### config.mk
export PLATFORM = sky130hd
export DESIGN_NAME = spz_front
export DESIGN_NICKNAME = d
export VERILOG_FILES = /design/src/rtl/spz_pkg.sv /design/src/rtl/spz_front.sv
export SDC_FILE = /design/constraint.sdc
export NUM_CORES = 1
export LEC_CHECK = 0
export BUFFER_PORTS_ARGS = -buffer_cell sky130_fd_sc_hd__buf_2
export CORE_MARGIN = 2
export CORE_UTILIZATION = 40
export DETAILED_ROUTE_END_ITERATION = 12
export GPL_ROUTABILITY_DRIVEN = 0
export SYNTH_ARGS = -nofsm -noshare
export SYNTH_HDL_FRONTEND = slang
export SYNTH_SLANG_ARGS = --single-unit
### constraint.sdc
create_clock -name clk -period 5.45 [get_ports clk]
set_clock_uncertainty 0.15 [all_clocks]
set_input_delay 1.635 -clock clk [delete_from_list [all_inputs] [get_ports clk]]
set_output_delay 1.635 -clock clk [all_outputs]
set_load 0.05 [all_outputs]
### src/rtl/spz_pkg.sv
// ----------------------------------------------------------------------------
// spz_pkg
// Shared types, constants and the multiply sequence of the sphere point
// projector with depth buffer.
// ----------------------------------------------------------------------------
package spz_pkg;

	localparam int SCREEN_COLUMNS = 80;
	localparam int SCREEN_ROWS    = 40;
	localparam int CELL_COUNT     = 4096;
	localparam int LIGHT_GAIN     = 11583;

	localparam logic [7:0] GLYPH_SPACE = 8'd32;

	localparam logic OP_PLOT = 1'b0;
	localparam logic OP_READ = 1'b1;

	localparam logic [2:0] REG_RADIUS   = 3'd0;
	localparam logic [2:0] REG_COS      = 3'd1;
	localparam logic [2:0] REG_SIN      = 3'd2;
	localparam logic [2:0] REG_DISTANCE = 3'd3;
	localparam logic [2:0] REG_FOV      = 3'd4;
	localparam logic [2:0] REG_STRETCH  = 3'd5;

	localparam logic [4:0] STEP_LAST = 5'd25;

	typedef struct packed {
		logic               operation;
		logic signed [15:0] sin_theta;
		logic signed [15:0] cos_theta;
		logic signed [15:0] sin_phi;
		logic signed [15:0] cos_phi;
		logic [11:0]        read_cell;
	} spz_in_t;

	typedef struct packed {
		logic [11:0] cell_res;
		logic [7:0]  glyph;
		logic        plotted;
	} spz_out_t;

	typedef struct packed {
		logic [15:0]        radius;
		logic signed [15:0] cos_angle;
		logic signed [15:0] sin_angle;
		logic [15:0]        z_offset;
		logic [15:0]        field_of_view;
		logic [15:0]        horizontal_stretch;
	} spz_cfg_t;

	typedef struct packed {
		logic    valid;
		logic    is_read;
		spz_in_t item;
	} spz_job_t;

	typedef enum logic [4:0] {
		A_R, A_P, A_CA, A_SA, A_SS, A_CS, A_CC, A_SX, A_SY, A_SZ,
		A_ST, A_Q, A_RX, A_RY, A_UX, A_TX, A_UY
	} a_sel_t;

	typedef enum logic [3:0] {
		B_ST, B_CP, B_SP, B_CT, B_CA, B_SA, B_CC_SSS, B_CS_CSS, B_SS_CCS,
		B_CS, B_CC, B_ZINV, B_FOV, B_STRETCH, B_LIGHT
	} b_sel_t;

	typedef enum logic [1:0] {
		ACC_LOAD, ACC_ADD, ACC_SUB, ACC_NEG
	} acc_op_t;

	typedef enum logic [4:0] {
		DST_NONE, DST_P, DST_SX, DST_SY, DST_SZ, DST_CC, DST_CS, DST_SS,
		DST_SSS, DST_CSS, DST_CCS, DST_RZ, DST_RX, DST_RY, DST_Q, DST_SHADE,
		DST_UX, DST_TX, DST_XO, DST_UY, DST_YO
	} dst_t;

	typedef struct packed {
		a_sel_t  a_sel;
		b_sel_t  b_sel;
		acc_op_t acc_op;
		dst_t    dst;
	} micro_t;

	typedef enum logic [2:0] {
		BS_CLEAR, BS_IDLE, BS_MUL, BS_ACC, BS_POS, BS_CHECK, BS_RESULT
	} back_state_t;

	function automatic micro_t prog(input logic [4:0] step);
		micro_t m;
		m = '{A_R, B_ST, ACC_LOAD, DST_NONE};
		unique case (step)
			5'd0:  m = '{A_R,  B_ST,      ACC_LOAD, DST_P};
			5'd1:  m = '{A_P,  B_CP,      ACC_LOAD, DST_SX};
			5'd2:  m = '{A_P,  B_SP,      ACC_LOAD, DST_SY};
			5'd3:  m = '{A_R,  B_CT,      ACC_LOAD, DST_SZ};
			5'd4:  m = '{A_CA, B_CA,      ACC_LOAD, DST_CC};
			5'd5:  m = '{A_CA, B_SA,      ACC_LOAD, DST_CS};
			5'd6:  m = '{A_SA, B_SA,      ACC_LOAD, DST_SS};
			5'd7:  m = '{A_SS, B_SA,      ACC_LOAD, DST_SSS};
			5'd8:  m = '{A_CS, B_SA,      ACC_LOAD, DST_CSS};
			5'd9:  m = '{A_CC, B_SA,      ACC_LOAD, DST_CCS};
			5'd10: m = '{A_SX, B_CS_CSS,  ACC_LOAD, DST_NONE};
			5'd11: m = '{A_SY, B_SS_CCS,  ACC_ADD,  DST_NONE};
			5'd12: m = '{A_SZ, B_CC,      ACC_ADD,  DST_RZ};
			5'd13: m = '{A_SX, B_CC_SSS,  ACC_LOAD, DST_NONE};
			5'd14: m = '{A_SY, B_CS_CSS,  ACC_ADD,  DST_NONE};
			5'd15: m = '{A_SZ, B_CS,      ACC_SUB,  DST_RX};
			5'd16: m = '{A_SX, B_CS,      ACC_NEG,  DST_NONE};
			5'd17: m = '{A_SY, B_CC,      ACC_ADD,  DST_NONE};
			5'd18: m = '{A_SZ, B_SA,      ACC_ADD,  DST_RY};
			5'd19: m = '{A_ST, B_SP,      ACC_LOAD, DST_Q};
			5'd20: m = '{A_Q,  B_LIGHT,   ACC_LOAD, DST_SHADE};
			5'd21: m = '{A_RX, B_ZINV,    ACC_LOAD, DST_UX};
			5'd22: m = '{A_UX, B_FOV,     ACC_LOAD, DST_TX};
			5'd23: m = '{A_TX, B_STRETCH, ACC_LOAD, DST_XO};
			5'd24: m = '{A_RY, B_ZINV,    ACC_LOAD, DST_UY};
			5'd25: m = '{A_UY, B_FOV,     ACC_LOAD, DST_YO};
			default: m = '{A_R, B_ST, ACC_LOAD, DST_NONE};
		endcase
		return m;
	endfunction

	function automatic logic [7:0] shade_char(input logic [2:0] shade);
		logic [7:0] c;
		unique case (shade)
			3'd0: c = 8'd46;
			3'd1: c = 8'd44;
			3'd2: c = 8'd58;
			3'd3: c = 8'd59;
			3'd4: c = 8'd61;
			3'd5: c = 8'd35;
			3'd6: c = 8'd36;
			3'd7: c = 8'd64;
			default: c = GLYPH_SPACE;
		endcase
		return c;
	endfunction

endpackage

### src/rtl/spz_front.sv
// ----------------------------------------------------------------------------
// spz_front
// Input side: accepts transactions, tags them as plot or read, and holds
// them in a two-entry queue for the back end.
// ----------------------------------------------------------------------------
module spz_front (
	input  logic              clk,
	input  logic              arst_n,
	input  logic              block,
	input  logic              item_valid,
	output logic              item_ready,
	input  spz_pkg::spz_in_t  item,
	output spz_pkg::spz_job_t job,
	input  logic              job_ready
);

	spz_pkg::spz_in_t buf_q [2];
	logic       wr_ptr_q;
	logic       rd_ptr_q;
	logic [1:0] cnt_q;
	logic       push;
	logic       pop;

	assign item_ready = (cnt_q != 2'd2) && !block;
	assign push       = item_valid && item_ready;
	assign pop        = job.valid && job_ready;

	assign job.valid   = cnt_q != 2'd0;
	assign job.item    = buf_q[rd_ptr_q];
	assign job.is_read = buf_q[rd_ptr_q].operation == spz_pkg::OP_READ;

	always_ff @(posedge clk or negedge arst_n) begin
		if (!arst_n) begin
			wr_ptr_q <= 1'b0;
			rd_ptr_q <= 1'b0;
			cnt_q    <= '0;
		end else begin
			if (push) wr_ptr_q <= !wr_ptr_q;
			if (pop) rd_ptr_q <= !rd_ptr_q;
			if (push && !pop) cnt_q <= cnt_q + 2'd1;
			else if (pop && !push) cnt_q <= cnt_q - 2'd1;
		end
	end

	always_ff @(posedge clk) begin
		if (push) buf_q[wr_ptr_q] <= item;
	end

endmodule

==> results of run 1 <==
-- cell families after synthesis --
group,Yosys count
flip-flops,158
multiplexers,77
buffers and inverters,10
AND/OR/NAND/NOR,8
XOR/XNOR,5
adder cells (fa/ha/maj),1
-- cells in the mapped netlist --
| library cell | count | share of area, % |
|---|---|---|
| buf_4 | 1 | 0.13 |
| buf_2 | 5 | 0.43 |
| mux2_2 | 57 | 11 |
| edfxtp_1 | 154 | 79 |
| ha_1 | 1 | 0.21 |
| nor3b_4 | 1 | 0.32 |
| and2_1 | 1 | 0.11 |
| or2_2 | 1 | 0.11 |
| nor2b_1 | 2 | 0.21 |
| dfrtp_1 | 4 | 1.7 |
| xnor2_1 | 2 | 0.30 |
| nand2_1 | 1 | 0.064 |
| xor2_1 | 3 | 0.45 |
| mux2_4 | 20 | 5.1 |
| buf_6 | 4 | 0.77 |
| nor2_1 | 2 | 0.13 |
-- layer usage --
layer	vias to the layer above	GRT usage (%)	part of all wire [%]
met5	-	0	0.17
met4	2	6.08	2.0
met3	17	6.29	8.1
met2	107	21.5	48
met1	1461	16.2	42
li1	1370	-	-
-- registers in the layout, summed over array words and instances (netlist names) --
register and flops:
cnt_q 2, rd_ptr_q 1, buf_q 154, wr_ptr_q 1
-- how the worst max path moves through the flow --
stage / to / start
4_1_cts: job[75] / rd_ptr_q
2_1_floorplan: buf_q[0][0] / block
6_report: job[75] / rd_ptr_q
5_1_grt: job[75] / rd_ptr_q
3_5_place_dp: item_ready / block
3_3_place_gp: item_ready / block
-- cell type report --
cell class,instances,area share [%]
repair buffers,165,11.2
flip-flops and latches,158,63.6
clock buffers,20,5.87
well taps,184,3.09
clock inverters,12,1.95
multi-input cells,91,14.3
-- placed cells by master (no fill, tap or decap), types with 3 or more instances in the layout --
| master | Yosys | final |
|---|---|---|
| edfxtp_1 | 154 | 154 |
| mux2_4 | 20 | 20 |
| bufinv_16 | 0 | 3 |
| buf_2 | 5 | 161 |
| buf_4 | 1 | 4 |
| dfrtp_1 | 4 | 3 |
| clkinvlp_4 | 0 | 5 |
| clkbuf_16 | 0 | 17 |
| xor2_1 | 3 | 3 |
| mux2_2 | 57 | 57 |
| clkbuf_1 | 0 | 3 |
-- report_power, final --
group | internal (mW) | total (mW) | switching (mW) | leakage, nW
logic | 0.469 | 1.52 | 1.05 | 1.09
registers | 1.52 | 1.65 | 0.129 | 1.45
clock network | 0.714 | 1.16 | 0.444 | 0.267
total | 2.70 | 4.32 | 1.62 | 2.81
-- through the flow --
stage / cells / total power [mW] / hold slack, ps / util [%] / setup WS, ps
after floorplan: 259 / 2.92 / 297 / - / 930
after global placement: 598 / 3.20 / 316 / 47.5 / 1560
after detailed placement: 598 / 3.21 / 343 / 47.5 / 1540
after CTS: 630 / 4.38 / 368 / 51.6 / 1240
after global routing: 630 / 4.50 / 407 / 51.6 / 1170
final: 630 / 4.32 / 361 / 51.6 / 1290
==> impl_results.md, run 1 <==
- Simple-Gate Fraction of Synth Area: 0.940%
- Hold EP: cnt_q[1]
- Post-Syn Instances: 259
- Depth of the most critical reg-to-reg path: 3
- DRC viols: 0
- Unique masters post-synth: 16
- Setup crit end kind: primary output
- Initial antenna violation count: 1
- Status: complete, no violations
- Fill count: 1232
- Iteration count of the initial detailed-routing pass: 4
- Startpoint types: flip-flop
- Bufs on Longest Clock Path: 2
- WP buf/inv: 2
- Placed wire-length estimate: 6400 microns
- FF-to-FF Start: cnt_q[1]
- Synth Area in XOR/XNOR: 0.748%
- Antenna-violating nets left: 0
- WP data arrival: 2380 ps
- Worst r2r dst: buf_q[1][54]
- Total global routing overflow: 0
- # port buffers: 161
- Power per cell area: 581 mW/mm^2
- Post-synthesis mux area share: 16.1%
- VDD IR max: 0.278 mV
- CTS tree: yes
- Core area: 0.0144 sq mm
- Iter 0 DRT Violations: 196
- Final hold violation count: 0
- Slowest-stage cell, CP: dfrtp_4
- Hold depth: 1
- Mean Syn Cell Area: 22.6 sq um
- Syn. warnings: 0
- Final Setup Violations: 0
- Fin Setup TNS: 0 ps
- RSZ-0062 raised after global routing: false
- CTS root buf: clkbuf_16
- Hold_sp: cnt_q[1]
- First-pass GRT wire length: 16200 microns
- CP max FO: 55
- Io pins: 162
- Max-cap viol count: 0
- Cell Chain, Critical Path: buf_4 -> mux2_2 -> buf_2
- Die area: 0.0156 sq mm
- Die H: 125 microns
- Largest net degree at the start of global routing: 78
- Flop-to-flop setup slack: 3060 ps
- # H-tree levels: 4
- Worst EP required: 3670 ps
- Sequential fraction of the synthesis area: 80.7%
- Crit-path max cell delay: 970 ps
- Compound-Gate Fraction of Synth Area: 0%
- GRT Util Overall: 13.6%
- Total wire length: 10100 microns
- Routed vias: 2957
- Area Growth Syn to Fin: 27.1%
- Worst-margin pin slew: 1100 ps
- Vias per cell: 4.69
- Final Net Count: 516
- Max-slew violations: 0
- Mapped cell area: 0.00586 sq mm
- Crit path kind: reg2out
- Area of the multi-input gates: 0.00106 sq mm
- Worst-path clk slew: 60 ps
- Cts bufs inserted: 17
- Avg WL per Cell: 16.1 microns
- Max_slew headroom: 26.8%
- Worst-skew pair later-pin latency: 420 ps
- Die width: 125 microns
- Largest family of logic cells by synthesized area: multiplexers
- Post-cts repair resize count: 0
- Critical Path Stages: 3
- CP top delay family: flip-flops
- Final worst-path cycle share: 76.4%
- Post-place instance area: 0.00686 sq mm
- Worst min path class: reg2reg
- N_diodes: 0
- Initial Util: 40.6%
- Design Area, Final: 0.00744 sq mm
- FMAX: 240 MHz
- Leakage: 2.81 nW
- Vias in the first global route: 3186
- Register area: 0.00473 sq mm
- # rows: 44
- Clk sinks: 158
- Setup Fix Bufs, Post-CTS: 0
- Minimum clock period: 4160 ps
- Share of cells above drive strength 1: 61.4%
- Hold_buf cts: 0
- Syn_nets: 342
- Post-synthesis adder-cell area fraction: 0.214%
- Synth Register Bits: 158
(Power assumes the default switching activity.)
==> run 2: changes to the inputs <==
- PLACE_DENSITY: default -> 0.66
- clock period: 5.45 -> 3.4 ns (I/O delays scaled with it)
==> run 2 against run 1 <==
  * Count of clock-buffer cells in the layout decreased by 1
  * Total power increased by 60%
  * Non-clock buffer count increased by 2
  * Cell count unchanged
  * Largest power group is now combinational cells
  * Worst hold slack got worse by 110 ps
  * First-iteration DRC count decreased by 22%
  * Critical endpoint is now job[23]
  * Via count decreased by 0.47%
==> impl_results.md, run 2 (synthesis results as in run 1) <==
- Max FFs per register: 154
- Io pins: 162
- Initial antenna violation count: 0
- Max-slew violations: 0
- Post-route core utilization: 51.8%
- Worst min path class: in2async
- Cell Chain, Critical Path: buf_4 -> mux2_2 -> buf_2
- Crit path kind: reg2out
- Leakage: 2.84 nW
- Fin Setup TNS: 0 ps
- Minimum clock period: 3120 ps
- Antenna-violating nets left: 0
- Die width: 125 microns
- Max_slew headroom: 71.4%
- Die area: 0.0156 sq mm
- Total global routing overflow: 0
- # port buffers: 161
- CP top delay family: buffers and inverters
- # rows: 44
- CTS tree: yes
- Worst EP required: 2230 ps
- Final Net Count: 518
- VDD IR max: 0.560 mV
- Placed wire-length estimate: 6690 microns
- Flop-to-flop setup slack: 1390 ps
- Hold_ws: 255 ps
- Worst-margin pin slew: 430 ps
- WP buf/inv: 2
- Area Growth Syn to Fin: 27.5%
- Largest registers: buf_q x154, cnt_q x2
- Initial Util: 40.6%
- Setup WS post-layout: 285 ps
- Vias per cell: 4.67
- FMAX: 321 MHz
- Status: complete, no violations
- N_diodes: 0
- Final non-filler cell total: 630
- First-pass GRT wire length: 15800 microns
- RSZ-0062 raised after global routing: false
- Largest net degree at the start of global routing: 51
- DRC viols: 0
- Fill count: 1187
- Vias in the first global route: 3107
- Clk sinks: 158
- Die H: 125 microns
- Post-place instance area: 0.00691 sq mm
- Top reg by flops: buf_q
- Avg WL per Cell: 16.2 microns
- Hold_buf cts: 0
- Bufs on Longest Clock Path: 2
- Startpoint types: flip-flop
- Worst r2r dst: buf_q[0][21]
- Core area: 0.0144 sq mm
- Total wire length: 10200 microns
- Worst-path clk slew: 60 ps
- Final Setup Violations: 0
- Final hold violation count: 0
- Dpl cells: 600
- Share of cells above drive strength 1: 61.2%
- Iteration count of the initial detailed-routing pass: 4
- Post-cts repair resize count: 0
- Post-Place Setup Slack: 682 ps
- WP data arrival: 1950 ps
- Cts bufs inserted: 17
- Slowest-stage cell, CP: dfrtp_4
- # H-tree levels: 4
- Most frequent cells in the layout: buf_2, edfxtp_1, mux2_2
- Setup Fix Bufs, Post-CTS: 0
- Crit-path max cell delay: 560 ps
- Setup crit end kind: primary output
- GRT Util Overall: 13.5%
- Final worst-path cycle share: 91.6%
- Depth of the most critical reg-to-reg path: 4
- CP max FO: 24
- Worst-skew pair later-pin latency: 410 ps
- Commonest non-fill, non-tap cell in the layout: buf_2
- Max-cap viol count: 0
- Overall Power: 6.90 mW
- Crit. Startpoint: rd_ptr_q
- CTS root buf: clkbuf_16
- Routed vias: 2943
- Iter 0 DRT Violations: 153
- Power per cell area: 924 mW/mm^2
- Design Area, Final: 0.00747 sq mm
- FF-to-FF Start: cnt_q[1]
## run 2: changes by cell type in the layout (fill, tap and decap cells not counted)
cell / delta
buf_12: +3
buf_4: -1
clkbuf_1: -1
clkinv_1: +2
clkinv_2: +2
clkinvlp_4: -5
## run 2: cell type report
type / instances / area [sq um] / share of cell area, %
flip-flops and latches: 158 / 4730 / 63.3
multi-input cells: 91 / 1060 / 14.2
repair buffers: 167 / 888 / 11.9
clock buffers: 19 / 433 / 5.80
well taps: 184 / 230 / 3.08
clock inverters: 11 / 125 / 1.68
## run 2: power by group
part	switching, mW	leakage [nW]	internal [mW]
clock network	0.680	0.276	1.13
logic	1.79	1.12	0.780
registers	0.0988	1.45	2.43
## run 2: routing by layer
layer	track usage [%]	routed length, microns
met5	0	0
met4	4.90	103
met3	6.29	724
met2	22.1	5130
met1	15.5	4230
## run 2: how the worst max path moves through the flow
stage	to	cells past startpoint	slack (ps)
after floorplan	buf_q[0][0]	2	340
after global placement	job[23]	3	700
after detailed placement	job[30]	3	680
after CTS	job[30]	3	230
after global routing	job[25]	3	170
final	job[23]	3	280
